## src/design/tccm_pkg.sv

```systemverilog
package tccm_pkg;

   localparam int MAX_COLUMNS = 128;
   localparam int MAX_ROWS    = 64;
   localparam int STORE_DEPTH = MAX_COLUMNS * MAX_ROWS;
   localparam int ADDR_W      = $clog2(STORE_DEPTH);
   localparam int LEN_W       = $clog2(STORE_DEPTH + 1);

   localparam int CMD_DEPTH   = 2;
   localparam int CMD_PTR_W   = $clog2(CMD_DEPTH);
   localparam int CMD_CNT_W   = $clog2(CMD_DEPTH + 1);

   localparam logic [7:0] NEWLINE_CODE = 8'd10;

   typedef enum logic [1:0] {
      OP_PUT    = 2'd0,
      OP_LOCATE = 2'd1,
      OP_READ   = 2'd2,
      OP_CLEAR  = 2'd3
   } op_type;

   localparam int CSR_IDX_W = 3;
   localparam logic [CSR_IDX_W-1:0] CSR_COLUMN_COUNT = 3'd0;
   localparam logic [CSR_IDX_W-1:0] CSR_ROW_COUNT    = 3'd1;
   localparam logic [CSR_IDX_W-1:0] CSR_FG_INDEX     = 3'd2;
   localparam logic [CSR_IDX_W-1:0] CSR_BG_INDEX     = 3'd3;
   localparam logic [CSR_IDX_W-1:0] CSR_PIXEL_FORMAT = 3'd4;

   localparam logic [7:0] RESET_COLUMN_COUNT = 8'd80;
   localparam logic [6:0] RESET_ROW_COUNT    = 7'd25;
   localparam logic [7:0] RESET_FG_INDEX     = 8'd15;
   localparam logic [7:0] RESET_BG_INDEX     = 8'd0;
   localparam logic [1:0] RESET_PIXEL_FORMAT = 2'd3;

   localparam logic [1:0] PIX_RGB332 = 2'd0;
   localparam logic [1:0] PIX_RGB555 = 2'd1;
   localparam logic [1:0] PIX_RGB565 = 2'd2;
   localparam logic [1:0] PIX_RGB888 = 2'd3;

   localparam logic [23:0] PALETTE [16] = '{
      24'h000000, 24'h0000ff, 24'h00ff00, 24'h00ffff,
      24'hff0000, 24'hff00ff, 24'h808000, 24'hc0c0c0,
      24'h808080, 24'h000080, 24'hD9C4D1, 24'h96A48E,
      24'h800000, 24'h800080, 24'hffff00, 24'hffffff
   };

   typedef struct packed {
      logic        cell_written;
      logic [6:0]  cell_column;
      logic [5:0]  cell_row;
      logic [7:0]  cell_char;
      logic [3:0]  cell_color_index;
      logic [23:0] fg_pixel;
      logic [23:0] bg_pixel;
      logic [6:0]  cursor_column;
      logic [5:0]  cursor_row;
      logic        scrolled;
   } rsp_type;

   typedef struct packed {
      logic              do_write;
      logic              do_read;
      logic              do_scroll;
      logic              do_clear;
      logic [ADDR_W-1:0] addr;
      logic [7:0]        cols;
      logic [LEN_W-1:0]  len;
      rsp_type           rsp;
   } cmd_type;

   function automatic logic [23:0] pack_pixel(logic [3:0] idx, logic [1:0] fmt);
      logic [23:0] c;
      logic [23:0] p;
      c = PALETTE[idx];
      case (fmt)
         PIX_RGB332: p = {16'd0, c[23:21], c[12:11], 1'b0, c[1:0]};
         PIX_RGB555: p = {9'd0, c[23:19], c[15:11], c[7:3]};
         PIX_RGB565: p = {8'd0, c[23:19], c[15:10], c[7:3]};
         default:    p = c;
      endcase
      return p;
   endfunction

endpackage

```

## src/design/tccm_front.sv

```systemverilog
module tccm_front (
   input  logic                             clock,
   input  logic                             reset,
   input  logic                             accept,
   input  logic [1:0]                       req_op,
   input  logic [7:0]                       req_char_code,
   input  logic [7:0]                       req_target_column,
   input  logic [6:0]                       req_target_row,
   input  logic                             csr_valid,
   output logic                             csr_ready,
   input  logic [tccm_pkg::CSR_IDX_W-1:0]   csr_index,
   input  logic [7:0]                       csr_data,
   output tccm_pkg::cmd_type                cmd
);

   logic [7:0] column_count_ff;
   logic [6:0] row_count_ff;
   logic [7:0] fg_index_ff;
   logic [7:0] bg_index_ff;
   logic [1:0] pixel_format_ff;
   logic [6:0] cursor_col_ff;
   logic [5:0] cursor_row_ff;

   logic [7:0] cols;
   logic [6:0] rows;
   logic [6:0] cur_col;
   logic [5:0] cur_row;
   logic [6:0] tgt_col;
   logic [5:0] tgt_row;
   logic [3:0] fgi;
   logic [3:0] bgi;
   logic [7:0] put_col_next;
   logic [6:0] put_row_next;
   logic [6:0] mul_col;
   logic [5:0] mul_row;
   logic [13:0] prod;
   logic [tccm_pkg::LEN_W-1:0] len;
   logic [6:0] cursor_col_in;
   logic [5:0] cursor_row_in;
   logic new_line;
   tccm_pkg::op_type op;

   assign csr_ready = 1'b1;
   assign op = tccm_pkg::op_type'(req_op);

   always_comb begin
      cols = column_count_ff;
      if (column_count_ff == 8'd0) begin
         cols = 8'd1;
      end else if (column_count_ff > 8'(tccm_pkg::MAX_COLUMNS)) begin
         cols = 8'(tccm_pkg::MAX_COLUMNS);
      end
      rows = row_count_ff;
      if (row_count_ff == 7'd0) begin
         rows = 7'd1;
      end else if (row_count_ff > 7'(tccm_pkg::MAX_ROWS)) begin
         rows = 7'(tccm_pkg::MAX_ROWS);
      end

      // cursor falls back inside the screen if the dimensions shrank
      cur_col = ({1'b0, cursor_col_ff} >= cols) ? 7'(cols - 8'd1) : cursor_col_ff;
      cur_row = ({1'b0, cursor_row_ff} >= rows) ? 6'(rows - 7'd1) : cursor_row_ff;
      tgt_col = (req_target_column >= cols) ? 7'(cols - 8'd1) : req_target_column[6:0];
      tgt_row = (req_target_row >= rows) ? 6'(rows - 7'd1) : req_target_row[5:0];
      fgi = (fg_index_ff > 8'd15) ? 4'd15 : fg_index_ff[3:0];
      bgi = (bg_index_ff > 8'd15) ? 4'd15 : bg_index_ff[3:0];

      put_col_next = {1'b0, cur_col} + 8'd1;
      put_row_next = {1'b0, cur_row} + 7'd1;

      mul_col = (op == tccm_pkg::OP_READ) ? tgt_col : cur_col;
      mul_row = (op == tccm_pkg::OP_READ) ? tgt_row : cur_row;
      prod = {8'd0, mul_row} * {6'd0, cols};
      len = tccm_pkg::LEN_W'({7'd0, rows} * {6'd0, cols});

      cmd = '0;
      cmd.addr = tccm_pkg::ADDR_W'(prod + {7'd0, mul_col});
      cmd.cols = cols;
      cmd.len = len;
      cmd.rsp.fg_pixel = tccm_pkg::pack_pixel(fgi, pixel_format_ff);
      cmd.rsp.bg_pixel = tccm_pkg::pack_pixel(bgi, pixel_format_ff);

      cursor_col_in = cur_col;
      cursor_row_in = cur_row;
      new_line = 1'b0;

      unique case (op)
         tccm_pkg::OP_PUT: begin
            if (req_char_code == tccm_pkg::NEWLINE_CODE) begin
               new_line = 1'b1;
            end else begin
               cmd.do_write = 1'b1;
               cmd.rsp.cell_written = 1'b1;
               cmd.rsp.cell_column = cur_col;
               cmd.rsp.cell_row = cur_row;
               cmd.rsp.cell_char = req_char_code;
               cmd.rsp.cell_color_index = fgi;
               cursor_col_in = put_col_next[6:0];
               if (put_col_next >= cols) begin
                  new_line = 1'b1;
               end
            end
            if (new_line) begin
               cursor_col_in = '0;
               if (put_row_next >= rows) begin
                  cursor_row_in = 6'(rows - 7'd1);
                  cmd.do_scroll = 1'b1;
                  cmd.rsp.scrolled = 1'b1;
               end else begin
                  cursor_row_in = put_row_next[5:0];
               end
            end
         end
         tccm_pkg::OP_LOCATE: begin
            cursor_col_in = tgt_col;
            cursor_row_in = tgt_row;
         end
         tccm_pkg::OP_READ: begin
            cmd.do_read = 1'b1;
            cmd.rsp.cell_column = tgt_col;
            cmd.rsp.cell_row = tgt_row;
         end
         tccm_pkg::OP_CLEAR: begin
            cmd.do_clear = 1'b1;
         end
         default: begin
         end
      endcase

      cmd.rsp.cursor_column = cursor_col_in;
      cmd.rsp.cursor_row = cursor_row_in;
   end

   always_ff @(posedge clock) begin
      if (reset) begin
         column_count_ff <= tccm_pkg::RESET_COLUMN_COUNT;
         row_count_ff    <= tccm_pkg::RESET_ROW_COUNT;
         fg_index_ff     <= tccm_pkg::RESET_FG_INDEX;
         bg_index_ff     <= tccm_pkg::RESET_BG_INDEX;
         pixel_format_ff <= tccm_pkg::RESET_PIXEL_FORMAT;
         cursor_col_ff   <= '0;
         cursor_row_ff   <= '0;
      end else begin
         if (csr_valid && csr_ready) begin
            unique case (csr_index)
               tccm_pkg::CSR_COLUMN_COUNT: column_count_ff <= csr_data;
               tccm_pkg::CSR_ROW_COUNT:    row_count_ff <= csr_data[6:0];
               tccm_pkg::CSR_FG_INDEX:     fg_index_ff <= csr_data;
               tccm_pkg::CSR_BG_INDEX:     bg_index_ff <= csr_data;
               tccm_pkg::CSR_PIXEL_FORMAT: pixel_format_ff <= csr_data[1:0];
               default: begin
               end
            endcase
         end
         if (accept) begin
            cursor_col_ff <= cursor_col_in;
            cursor_row_ff <= cursor_row_in;
         end
      end
   end

endmodule

```

## config.mk

```make
export PLATFORM = sky130hd
export DESIGN_NAME = tccm_front
export DESIGN_NICKNAME = d
export VERILOG_FILES = /design/src/design/tccm_pkg.sv /design/src/design/tccm_front.sv
export SDC_FILE = /design/constraint.sdc
export NUM_CORES = 1
export LEC_CHECK = 0
export ABC_AREA = 1
export BUFFER_PORTS_ARGS = -buffer_cell sky130_fd_sc_hd__buf_2
export CELL_PAD_IN_SITES_DETAIL_PLACEMENT = 1
export CELL_PAD_IN_SITES_GLOBAL_PLACEMENT = 1
export CORE_MARGIN = 2
export CORE_UTILIZATION = 41
export DETAILED_ROUTE_END_ITERATION = 7
export PLACE_DENSITY = 0.81
export SYNTH_ARGS = -nofsm -noshare
export SYNTH_HDL_FRONTEND = slang
export SYNTH_SLANG_ARGS = --single-unit
export TNS_END_PERCENT = 30
```

## constraint.sdc

```tcl
create_clock -name clock -period 7.04 [get_ports clock]
set_input_delay 0.352 -clock clock [delete_from_list [all_inputs] [get_ports clock]]
set_output_delay 0.352 -clock clock [all_outputs]
set_load 0.02 [all_outputs]
```

==> results.yml <==
status:
  status: "completed"
synthesis:
  ys_ff_latch: 46
  synth_top_area_share_pct: 15.8
  synth-seq-area-share_pct: 10.6
  synthCells: 1320
  synth.area.top_cells: "ha_1 (16%), fa_1 (13%), nand2_1 (12%)"
  synth_fp_nets: 1526
  synthesis.area_sq_um: 8730
  syn-mean-instance-area_sq_um: 6.61
  synth.distinct_cells: 54
  synth_warnings: 0
  synth-main-ff-cell: "dfxtp_1"
  synthArstFlopShare_pct: 0
  synth_area_leader_cell: "ha_1"
  synth-edff-count: 0
global_route:
  grt_max_degree: 35
  grt-ovfl-total: 0
  track_usage_pct: 26.8
  antenna_found_initial: 1
  grt_pass1_vias: 9725
  grt_pass1_wl_mm: 48.6
floorplan:
  core-area_sq_um: 21000
  die_w_microns: 150
  io_pins: 168
  start_util_pct: 41.6
  rows: 53
  die-area_sq_um: 22500
  die_h_microns: 150
place:
  gpl.final_weighted_congestion: 0.929
  io_buffers: 166
  dp_cells: 1748
  dpl.hpwl_mm: 25.3
drt:
  drt-wirelength-per-cell_microns: 17.1
  route.vias.total: 9370
  vias_per_cell: 5.31
  drc: 0
  drt_iter0_markers: 379
  dr.pass1.iters: 4
  antenna_left: 0
  drt_wl_total_mm: 30.2
clock_network:
  clk_latency_ns: 0.29
  cts_tree: "built"
  cts.sinks: 46
  cts_buffers: 5
  cts_root_buffer: "clkbuf_16"
  h-tree-depth: 2
  clk_pin_slew_ns: 0.07
  clock_path_buffers: 2
timing:
  setup_viol: 0
  holdWs_ns: 0.339
  tightest_slew_ns: 0.916
  maxSlewHeadroom_pct: 38.9
  skew_ns: 0.00925
  timing.fmax_mhz: 151
  hold_violations: 0
  post-route-period-util_pct: 94.0
  drv_slew: 0
  period_minus_slack_ns: 6.62
cells_and_area:
  fin_cells: 1764
  multi_input_area_sq_um: 6790
  nets: 1693
  drive_gt1_share_pct: 19.5
  fill_cells: 2905
  syn_to_final_growth_pct: 16.4
  final_util_pct: 48.5
  seqCellArea_sq_um: 925
pwr:
  power_uw: 1850
  ir_drop_mv: 0.0848
  p_leak_uw: 0.00560
  p_per_area_nw_per_um2: 182
critical_path:
  path_common_cell: "nand2_1"
  endpoint_kind: "output port"
  cp_top_family: "adder cells"
  crit_buf_inv: 6
  cp-start-kind: "flop"
  criticalPathCategory: "flop to output port"
  required_ns: 6.69
  slowest_delay_ns: 0.54
  cp.arrival_ns: 6.26
  critPathMaxFanout: 12
  slowest_stage: "fa_1"
flow_run:
  maxCapViolations: 0
hold_path:
  hold_class: "input port to flop"
## worst reg2reg max path: cells and delay by family, from the launching register on
family	cells	cell delay [ns]
DFF	1	0.32
and+or+nand+nor	16	2.39
buffers and inverters	5	0.88
adders and majority gates	3	0.80
AOI/OAI and AO/OA	5	1.11
## cell families after synthesis
kind of cell / count (synthesis) / synth area share [%]
DFF: 46 / 10.6
xor gates and xnor gates: 34 / 3.57
adders and majority gates: 166 / 28.6
other: 1 / 0.0430
and+or+nand+nor: 553 / 27.5
buffers and inverters: 269 / 12.4
AOI/OAI and AO/OA: 251 / 17.3
## where the power goes
part / leakage [uW] / switching, uW / internal [uW]
Combinational: 0.00514 / 854 / 433
Sequential: 0.000377 / 10.7 / 274
Clock: 0.0000842 / 107 / 168
Total: 0.00560 / 972 / 875
## cell usage after synthesis (4+ instances only)
cell and instances:
buf_4 8, nand2_1 270, o211ai_1 20, o221ai_1 14
a31oi_1 5, xnor2_1 12, nor2_2 8, nand3_1 33
inv_1 210, buf_6 5, nand4_1 24, dfxtp_1 46
nand2_2 11, a21oi_1 73, fa_1 56, clkinv_1 4
nor2_1 176, o21ai_0 86, nor3_1 7, o21ai_2 10
inv_2 20, xor2_1 21, ha_1 110, clkbuf_1 17
o22ai_1 11, o21ai_1 9, o21a_1 6
## path summary, 6_finish.rpt
kind,cells past startpoint,end,start,slack [ns]
worst max-delay path,31,cmd[121],row_count_ff[6],0.42
worst min-delay path,3,fg_index_ff[7],csr_data[7],0.34
worst max register to register,29,cursor_row_ff[1],column_count_ff[7],1.43
worst min register to register,2,bg_index_ff[6],bg_index_ff[6],0.46
## area by class of cell
class                   count  area share [%]
diodes                      1          0.0246
clock buffers               5            1.23
inverters                 235            8.73
multi-input cells        1005            66.9
repair buffers            194            10.2
flip-flops and latches     46            9.10
well taps                 275            3.39
clock inverters             3           0.431
## sequential cells by signal, indices dropped and copies added, names as in the netlist
| signal | flops |
|---|---|
| bg_index_ff | 8 |
| column_count_ff | 8 |
| cursor_col_ff | 7 |
| cursor_row_ff | 6 |
| fg_index_ff | 8 |
| pixel_format_ff | 2 |
| row_count_ff | 7 |
## repair_timing
item,4_1_cts,5_1_grt
hold buffers,0,0
setup buffers,0,7
cloned,0,0
resized for setup,4,21
pin swaps,0,6
setup endpoints to repair,2,5
## stage by stage
stage	setup TNS (ns)	cell area [sq um]	setup WS [ns]
2_1_floorplan	0	8730	0.769
3_3_place_gp	0	9860	0.385
3_5_place_dp	0	9860	0.140
4_1_cts	0	10000	0.0168
5_1_grt	-0.00554	10200	-0.00554
6_report	0	10200	0.423
## metal layers
layer | global-route usage [%] | vias up | part of all wire, %
met5 | 0 | - | 0
met4 | 6.93 | 0 | 2.5
met3 | 2.56 | 50 | 4.5
met2 | 48.3 | 231 | 49
met1 | 34.3 | 4488 | 44
li1 | - | 4601 | -
## layout by cell type, fill, tap and decap left out, drive strengths merged, types with 7 or more instances in the layout
cell,count
nand4,25
inv,232
nand2,284
fa,56
dfxtp,46
nor3,9
nor2,189
o211ai,22
o21ai,106
xnor2,12
o22ai,11
o221ai,14
buf,194
o21a,7
a21oi,73
nand3,37
ha,110
xor2,21
Power figures use the tool's default switching activity.
