`src/design/tccm_pkg.sv`:
```
package tccm_pkg;

   localparam int MAX_COLUMNS = 128;
   localparam int MAX_ROWS    = 64;
   localparam int STORE_DEPTH = MAX_COLUMNS * MAX_ROWS;
   localparam int ADDR_W      = $clog2(STORE_DEPTH);
   localparam int LEN_W       = $clog2(STORE_DEPTH + 1);

   localparam int CMD_DEPTH   = 2;
   localparam int CMD_PTR_W   = $clog2(CMD_DEPTH);
   localparam int CMD_CNT_W   = $clog2(CMD_DEPTH + 1);

   localparam logic [7:0] NEWLINE_CODE = 8'd10;

   typedef enum logic [1:0] {
      OP_PUT    = 2'd0,
      OP_LOCATE = 2'd1,
      OP_READ   = 2'd2,
      OP_CLEAR  = 2'd3
   } op_type;

   localparam int CSR_IDX_W = 3;
   localparam logic [CSR_IDX_W-1:0] CSR_COLUMN_COUNT = 3'd0;
   localparam logic [CSR_IDX_W-1:0] CSR_ROW_COUNT    = 3'd1;
   localparam logic [CSR_IDX_W-1:0] CSR_FG_INDEX     = 3'd2;
   localparam logic [CSR_IDX_W-1:0] CSR_BG_INDEX     = 3'd3;
   localparam logic [CSR_IDX_W-1:0] CSR_PIXEL_FORMAT = 3'd4;

   localparam logic [7:0] RESET_COLUMN_COUNT = 8'd80;
   localparam logic [6:0] RESET_ROW_COUNT    = 7'd25;
   localparam logic [7:0] RESET_FG_INDEX     = 8'd15;
   localparam logic [7:0] RESET_BG_INDEX     = 8'd0;
   localparam logic [1:0] RESET_PIXEL_FORMAT = 2'd3;

   localparam logic [1:0] PIX_RGB332 = 2'd0;
   localparam logic [1:0] PIX_RGB555 = 2'd1;
   localparam logic [1:0] PIX_RGB565 = 2'd2;
   localparam logic [1:0] PIX_RGB888 = 2'd3;

   localparam logic [23:0] PALETTE [16] = '{
      24'h000000, 24'h0000ff, 24'h00ff00, 24'h00ffff,
      24'hff0000, 24'hff00ff, 24'h808000, 24'hc0c0c0,
      24'h808080, 24'h000080, 24'hD9C4D1, 24'h96A48E,
      24'h800000, 24'h800080, 24'hffff00, 24'hffffff
   };

   typedef struct packed {
      logic        cell_written;
      logic [6:0]  cell_column;
      logic [5:0]  cell_row;
      logic [7:0]  cell_char;
      logic [3:0]  cell_color_index;
      logic [23:0] fg_pixel;
      logic [23:0] bg_pixel;
      logic [6:0]  cursor_column;
      logic [5:0]  cursor_row;
      logic        scrolled;
   } rsp_type;

   typedef struct packed {
      logic              do_write;
      logic              do_read;
      logic              do_scroll;
      logic              do_clear;
      logic [ADDR_W-1:0] addr;
      logic [7:0]        cols;
      logic [LEN_W-1:0]  len;
      rsp_type           rsp;
   } cmd_type;

   function automatic logic [23:0] pack_pixel(logic [3:0] idx, logic [1:0] fmt);
      logic [23:0] c;
      logic [23:0] p;
      c = PALETTE[idx];
      case (fmt)
         PIX_RGB332: p = {16'd0, c[23:21], c[12:11], 1'b0, c[1:0]};
         PIX_RGB555: p = {9'd0, c[23:19], c[15:11], c[7:3]};
         PIX_RGB565: p = {8'd0, c[23:19], c[15:10], c[7:3]};
         default:    p = c;
      endcase
      return p;
   endfunction

endpackage

```
`src/design/tccm_cmd_queue.sv`:
```
module tccm_cmd_queue (
   input  logic              clock,
   input  logic              reset,
   input  logic              push,
   input  tccm_pkg::cmd_type push_cmd,
   input  logic              pop,
   output tccm_pkg::cmd_type head,
   output logic              full,
   output logic              empty
);

   tccm_pkg::cmd_type                 entry_ff [tccm_pkg::CMD_DEPTH];
   logic [tccm_pkg::CMD_PTR_W-1:0]    wr_ptr_ff;
   logic [tccm_pkg::CMD_PTR_W-1:0]    rd_ptr_ff;
   logic [tccm_pkg::CMD_CNT_W-1:0]    count_ff;
   logic                              do_push;
   logic                              do_pop;

   assign full    = (count_ff == tccm_pkg::CMD_CNT_W'(tccm_pkg::CMD_DEPTH));
   assign empty   = (count_ff == '0);
   assign do_push = push && !full;
   assign do_pop  = pop && !empty;
   assign head    = entry_ff[rd_ptr_ff];

   always_ff @(posedge clock) begin
      if (do_push) begin
         entry_ff[wr_ptr_ff] <= push_cmd;
      end
   end

   always_ff @(posedge clock) begin
      if (reset) begin
         wr_ptr_ff <= '0;
         rd_ptr_ff <= '0;
         count_ff  <= '0;
      end else begin
         if (do_push) begin
            wr_ptr_ff <= wr_ptr_ff + 1'b1;
         end
         if (do_pop) begin
            rd_ptr_ff <= rd_ptr_ff + 1'b1;
         end
         if (do_push && !do_pop) begin
            count_ff <= count_ff + 1'b1;
         end else if (do_pop && !do_push) begin
            count_ff <= count_ff - 1'b1;
         end
      end
   end

endmodule

```
`config.mk`:
```
export PLATFORM = sky130hd
export DESIGN_NAME = tccm_cmd_queue
export DESIGN_NICKNAME = d
export VERILOG_FILES = /design/src/design/tccm_pkg.sv /design/src/design/tccm_cmd_queue.sv
export SDC_FILE = /design/constraint.sdc
export NUM_CORES = 1
export LEC_CHECK = 0
export ABC_AREA = 0
export BUFFER_PORTS_ARGS = -buffer_cell sky130_fd_sc_hd__buf_2
export CORE_ASPECT_RATIO = 1.1
export CORE_MARGIN = 2
export CORE_UTILIZATION = 43
export CTS_CLUSTER_DIAMETER = 100
export DETAILED_ROUTE_END_ITERATION = 16
export HOLD_SLACK_MARGIN = 0.03
export PLACE_DENSITY = 0.75
export SYNTH_ARGS = -nofsm -noshare
export SYNTH_HDL_FRONTEND = slang
export SYNTH_SLANG_ARGS = --single-unit
```
`constraint.sdc`:
```
create_clock -name clock -period 7.4 [get_ports clock]
set_input_delay 2.22 -clock clock [delete_from_list [all_inputs] [get_ports clock]]
set_output_delay 2.22 -clock clock [all_outputs]
set_load 0.05 [all_outputs]
```
==> run_results.csv, run 1 <==
group,metric,value,unit
timing,finalCriticalPeriod,4.843,ns
die,io_pins,260,
global_routing,grt_max_degree,70,
cells_and_area,fin_nets,830,
setup_path,crit_fanout,53,
detailed_routing,ant_nets,0,
job,maxCapViolations,0,
placed_design,post-place-ws,2.844,ns
timing,min_period_over_period,65.45,%
setup_path,reg2reg_depth,4,
placed_design,dp_hpwl,11400,um
clock_network,worstSkewPairLatency,0.51,ns
cells_and_area,multi_input_area,1655,um2
die,dieArea,23270,um2
global_routing,grt_usage,14.46,%
timing,worstMarginPinSlew,0.9219,ns
cells_and_area,drive_gt1_share,60.03,%
setup_path,worst_setup_path_start_kind,"flip-flop",
timing,clock_skew,0.007050,ns
timing,hold_viol,0,
cells_and_area,n_fill_cell,1760,
setup_path,setup.worst_path.class,"flip-flop to output pin",
min_path,min_path_type,"flip-flop to flip-flop",
die,fp.dieW,145.6,um
die,initial_core_util,43.34,%
min_path,hold_path.startpoint,"count_ff[1]",
outcome,status,"finished clean",
clock_network,cts_resized,0,
die,rows,57,
timing,relSlewSlack,38.54,%
synth,synth_warnings,0,
global_routing,grt_pass1_vias,5181,
setup_path,endpoint_kind,"output pin",
power,power,4.790,mW
global_routing,top_usage_layer,"met2",
power,powerDensity,402.7,nW/um2
global_routing,use_met3,4.371,%
clock_network,cts-root-buf,"clkbuf_16",
global_routing,met1_usage,16.04,%
global_routing,antenna_found_initial,3,
synth,synth_cell_types,15,
setup_path,critPathRequiredTime,5.18,ns
clock_network,cts_max_path_buffers,3,
cells_and_area,area_growth,25.36,%
global_routing,grt_pass1_wl,26700,um
die,core-area,21890,um2
detailed_routing,avgRoutedWirePerCell,16.95,um
setup_path,arrival,2.62,ns
timing,setup_viol,0,
global_routing,grt-ovfl-total,0,
min_path,hold_path_end,"count_ff[1]",
synth,avgSynthCellArea,22.59,um2
synth,synth.ff_latch_count,259,
clock_network,htree_levels,1,
placed_design,portBuffers,259,
setup_path,reg2reg_to,"entry_ff[1][80]",
power,vdd_drop_max,0.3031,mV
timing,worst_slack,2.557,ns
synth,ys_seq_area_share,81.43,%
global_routing,met2_usage,26.54,%
detailed_routing,drt-initial-drc-count,195,
detailed_routing,via_per_inst,4.761,
detailed_routing,drc,0,
synth,syn_inst,420,
synth,synthesis.nets,552,
clock_network,cts_made_buffers,26,
timing,setup_tns,0,ns
setup_path,reg2reg_slack,4.74,ns
timing,max_freq,206.5,MHz
clock_network,cts_setup_buffers,0,
cells_and_area,seq_area,7731,um2
timing,finalMaxSlewViolations,0,
detailed_routing,vias,4832,
setup_path,reg2reg_from,"count_ff[0]",
clock_network,cts_tree,"yes",
placed_design,gp_congestion,0.7235,
die,die_h,159.8,um
clock_network,cts_sinks,259,
clock_network,clk_pin_slew,0.06,ns
min_path,min_path_cells,2,
synth,synth_area,9489,um2
power,leakage,4.480,nW
timing,rsz0062_at_grt,"false",
clock_network,ctsHoldBuffers,0,
detailed_routing,drtPass1Iterations,4,
detailed_routing,totalWireLength,17210,um
==> synthesized netlist by cell type <==
master | n | area share [%]
or3_1 | 2 | 0.13
dfxtp_1 | 5 | 1.1
mux2_4 | 30 | 4.7
edfxtp_1 | 254 | 80
o21ai_0 | 3 | 0.16
ha_1 | 1 | 0.13
buf_2 | 9 | 0.47
mux2_2 | 97 | 12
inv_1 | 2 | 0.079
xor2_1 | 3 | 0.28
a21oi_1 | 2 | 0.11
nor2b_2 | 1 | 0.092
and2_1 | 1 | 0.066
nor2_1 | 5 | 0.20
buf_6 | 5 | 0.59
==> worst max-delay path by stage <==
stage,from,endpoint,slack [ns]
2_1_floorplan,push,entry_ff[1][0],1.56
3_3_place_gp,push,entry_ff[1][64],2.86
3_5_place_dp,push,entry_ff[1][102],2.84
4_1_cts,flip-flop,head[106],2.49
5_1_grt,flip-flop,head[123],2.39
6_report,flip-flop,head[122],2.56
==> sequential cells by signal (all words and copies together), names as in the netlist, named ones only <==
name / cells
entry_ff: 254
rd_ptr_ff: 1
count_ff: 2
wr_ptr_ff: 1
==> through the flow <==
stage / util, % / area, um2 / hold WS, ns / cells
after global placement: 50.69 / 11100 / 0.4798 / 965
final: 54.33 / 11900 / 0.5321 / 1015
after floorplan: - / 9489 / 0.4516 / 420
after CTS: 54.31 / 11890 / 0.5288 / 1013
after detailed placement: 50.69 / 11100 / 0.4896 / 965
after global routing: 54.32 / 11890 / 0.5643 / 1014
==> cell usage in the layout (no fill, tap or decap), drive strengths merged <==
cell | Yosys | routed
clkbuf | 0 | 36
nor2 | 5 | 5
nor2b | 1 | 1
dfxtp | 5 | 5
diode | 0 | 2
bufinv | 0 | 1
o21ai | 3 | 3
edfxtp | 254 | 254
clkinv | 0 | 11
and2 | 1 | 1
or3 | 2 | 2
buf | 14 | 264
a21oi | 2 | 2
mux2 | 127 | 127
ha | 1 | 1
inv | 2 | 2
xor2 | 3 | 3
==> per-layer routing <==
metal / wire (um) / part of all wire [%] / up-vias
li1: - / - / 2236
met5: 11 / 0.064 / -
met1: 6347 / 37 / 2370
met3: 1354 / 7.9 / 36
met2: 9067 / 53 / 188
met4: 427 / 2.5 / 2
==> area by class of cell <==
cell class / instances / share of cell area (%)
Clock buffer: 36 / 5.964
Sequential cell: 259 / 64.99
Antenna cell: 2 / 0.04207
Clock inverter: 12 / 0.6837
Timing Repair Buffer: 264 / 11.21
Multi-Input combinational cell: 145 / 13.92
Inverter: 2 / 0.08415
Tap cell: 295 / 3.103
==> where the power goes <==
part / switching (mW) / internal (mW) / total, mW
Combinational: 1.19 / 0.467 / 1.66
Sequential: 0.0830 / 1.85 / 1.93
Clock: 0.501 / 0.702 / 1.20
Total: 1.78 / 3.01 / 4.79
==> critical path, cell delays in order, from the launching register on <==
cell     delay, ns
dfxtp_4       0.81
buf_4         0.62
mux2_2        0.40
buf_2         0.21
==> logic make-up after synthesis <==
kind of cell    count (synthesis)  share of synthesized area (%)
xor+xnor                        3                         0.2769
mux                           127                          16.26
buf+inv                        16                          1.147
fa+ha+maj                       1                         0.1318
simple gates                    9                         0.4879
flops                         259                          81.43
compound gates                  5                         0.2637
Power figures use the tool's default switching activity.
==> inputs of run 2 (changes only) <==
--- a/config.mk
+++ b/config.mk
@@ -5,7 +5,7 @@
 export SDC_FILE = /design/constraint.sdc
 export NUM_CORES = 1
 export LEC_CHECK = 0
-export ABC_AREA = 0
+export ABC_AREA = 1
 export BUFFER_PORTS_ARGS = -buffer_cell sky130_fd_sc_hd__buf_2
 export CORE_ASPECT_RATIO = 1.1
 export CORE_MARGIN = 2
@@ -13,7 +13,7 @@
 export CTS_CLUSTER_DIAMETER = 100
 export DETAILED_ROUTE_END_ITERATION = 16
 export HOLD_SLACK_MARGIN = 0.03
-export PLACE_DENSITY = 0.75
+export PLACE_DENSITY = 0.77
 export SYNTH_ARGS = -nofsm -noshare
 export SYNTH_HDL_FRONTEND = slang
 export SYNTH_SLANG_ARGS = --single-unit
==> constraint.sdc (replaced) <==
create_clock -name clock -period 4.1 [get_ports clock]
set_input_delay 1.23 -clock clock [delete_from_list [all_inputs] [get_ports clock]]
set_output_delay 1.23 -clock clock [all_outputs]
set_load 0.05 [all_outputs]
==> run_results.csv, run 2 <==
group,metric,value,unit
outcome,status,"finished clean",
min_path,min_path_type,"flip-flop to flip-flop",
setup_path,cpPeakStageDelay,0.40,ns
clock_network,cts_setup_buffers,0,
clock_network,clk_pin_slew,0.06,ns
detailed_routing,vias,4833,
timing,worstMarginPinSlew,0.7977,ns
clock_network,worstSkewPairLatency,0.52,ns
synth,synth_top_area_share,80.17,%
clock_network,cts_made_buffers,26,
cells_and_area,fin_nets,843,
power,p_int,5.617,mW
placed_design,gp_congestion,0.7344,
setup_path,crit_fanout,66,
power,power_frac_comb,31.9,%
timing,relSlewSlack,46.26,%
timing,min_period_over_period,77.03,%
global_routing,grt_pass1_vias,5193,
timing,max_freq,316.6,MHz
synth,ys_seq_area_share,81.22,%
cells_and_area,largest_register_ffs,254,
die,rows,57,
detailed_routing,via_per_inst,4.706,
detailed_routing,ant_nets,0,
timing,clock_skew,0.008111,ns
power,netSwitchingPower,3.001,mW
clock_network,ctsHoldBuffers,0,
power,netSwitchingFraction,34.82,%
die,fp.dieW,145.8,um
clock_network,cts_tree,"yes",
global_routing,grt_max_degree,68,
power,leakage,4.577,nW
global_routing,antenna_found_initial,1,
die,initial_core_util,43.45,%
cells_and_area,reg_top3,"entry_ff x254, count_ff x2",
cells_and_area,area_growth,27.25,%
clock_network,cts_max_path_buffers,3,
cells_and_area,drive_gt1_share,59.51,%
clock_network,cts_resized,0,
synth,synth_warnings,0,
global_routing,grt-ovfl-total,0,
synth,synth_cell_types,15,
timing,finalMaxSlewViolations,0,
synth,syn_inst,432,
setup_path,crit_slowest_cell,"mux2_2",
die,core-area,21890,um2
placed_design,portBuffers,259,
synth,avgSynthCellArea,22.02,um2
synth,synthesis.nets,564,
synth,synth_area,9514,um2
global_routing,grt_usage,14.50,%
clock_network,cts-root-buf,"clkbuf_16",
power,pwr-share-seq,39.9,%
synth,synthTopCellsByCount,"254 x edfxtp_1, 97 x mux2_2, 30 x mux2_4",
cells_and_area,top_register,"entry_ff",
setup_path,cp_cell_sequence,"buf_12, mux2_2, buf_2",
clock_network,htree_levels,1,
cells_and_area,fin_cells,1027,
synth,synth_top_area_cell,"edfxtp_1",
placed_design,dp.cells,978,
detailed_routing,drc,0,
setup_path,arrival,1.93,ns
setup_path,worst_setup_path_start_kind,"flip-flop",
power,clkPwrFrac,28.2,%
synth,synth_ff_type,"edfxtp_1",
detailed_routing,drtPass1Iterations,4,
timing,holdWs,0.5401,ns
global_routing,grt_pass1_wl,26980,um
synth,async_reset_ff_share,0,%
setup_path,setup.worst_path.class,"flip-flop to output pin",
cells_and_area,final_cell_mix,"259 x buf_2, 254 x edfxtp_1, 97 x mux2_2, 30 x mux2_4, 27 x clkbuf_16",
synth,synth.ff_latch_count,259,
cells_and_area,final_common_cell,"buf_2",
clock_network,cts_sinks,259,
setup_path,critPathRequiredTime,2.87,ns
synth,yosys.cell_count.top_type,"edfxtp_1",
timing,finalCriticalPeriod,3.158,ns
power,powerDensity,711.9,nW/um2
setup_path,endpoint_kind,"output pin",
synth,netlist_top_cells_area,"edfxtp_1 80%, mux2_2 11%, mux2_4 4.7%",
die,die_h,160.0,um
job,maxCapViolations,0,
detailed_routing,totalWireLength,17440,um
cells_and_area,n_fill_cell,1739,
timing,hold_viol,0,
detailed_routing,drt-initial-drc-count,260,
synth,synth_edf_count,254,
power,vdd_drop_max,0.4523,mV
placed_design,dp_hpwl,11420,um
timing,rsz0062_at_grt,"false",
die,io_pins,260,
die,dieArea,23330,um2
timing,setup_viol,0,
detailed_routing,avgRoutedWirePerCell,16.98,um
-- run 2: cell type report --
cell class	instances	area (um2)	share of cell area [%]
flip-flops and latches	259	7731	63.86
clock buffers	35	735.7	6.077
clock inverters	13	163.9	1.354
multi-input cells	150	1667	13.77
well taps	295	369.1	3.049
diodes	1	2.502	0.02067
inverters	9	33.78	0.2790
repair buffers	265	1404	11.60
-- run 2: final timing paths --
path | startpoint | endpoint | cells after the start | slack [ns]
worst min-delay path | wr_ptr_ff | wr_ptr_ff | 2 | 0.54
worst max-delay path | flip-flop | head[112] | 3 | 0.94
worst max register to register | count_ff[1] | count_ff[1] | 9 | 2.06
worst min register to register | wr_ptr_ff | wr_ptr_ff | 2 | 0.54
-- run 2: cells by family (layout without fill, tap and decap cells) --
logic type	Yosys count	in the layout	synth area share [%]
DFF	259	259	81.22
muxes	127	127	16.22
buffers and inverters	23	322	1.420
and+or+nand+nor	16	16	0.6970
AOI/OAI and AO/OA	6	6	0.3155
adders and majority gates	1	1	0.1315
other	0	1	0
-- run 2: power groups by stage --
| stage | Clock [mW] | Combinational [mW] | Sequential, mW |
|---|---|---|---|
| after floorplan | 0 | 2.20 | 3.50 |
| after global placement | 0 | 2.77 | 3.47 |
| after detailed placement | 0 | 2.78 | 3.49 |
| after CTS | 2.50 | 2.79 | 3.44 |
| after global routing | 2.60 | 2.88 | 3.47 |
| final | 2.43 | 2.75 | 3.43 |
-- run 2: stage by stage --
step | util (%) | setup WS, ns | power (mW) | TNS [ns] | area (um2)
detailed placement | 51.17 | 1.198 | 6.275 | 0 | 11200
CTS | 55.28 | 0.9080 | 8.731 | 0 | 12100
global placement | 51.17 | 1.249 | 6.234 | 0 | 11200
finish | 55.29 | 0.9417 | 8.618 | 0 | 12110
global route | 55.28 | 0.8679 | 8.951 | 0 | 12100
floorplan | - | -1.074 | 5.698 | -272.72 | 9519
-- run 2: worst max-delay path: cells and delay by family, from the launching register on --
kind	cells	cell delay (ns)
DFF	1	0.37
buffers and inverters	2	0.56
muxes	1	0.40
-- run 2: per-layer routing --
| layer | routed length (um) | part of all wire [%] | vias to the layer above | global-route usage (%) |
|---|---|---|---|---|
| met1 | 6366 | 37 | 2359 | 16.07 |
| li1 | - | - | 2263 | - |
| met3 | 1372 | 7.9 | 36 | 4.343 |
| met2 | 9246 | 53 | 175 | 26.54 |
| met5 | 0 | 0 | - | 0 |
| met4 | 454 | 2.6 | 0 | 4.813 |
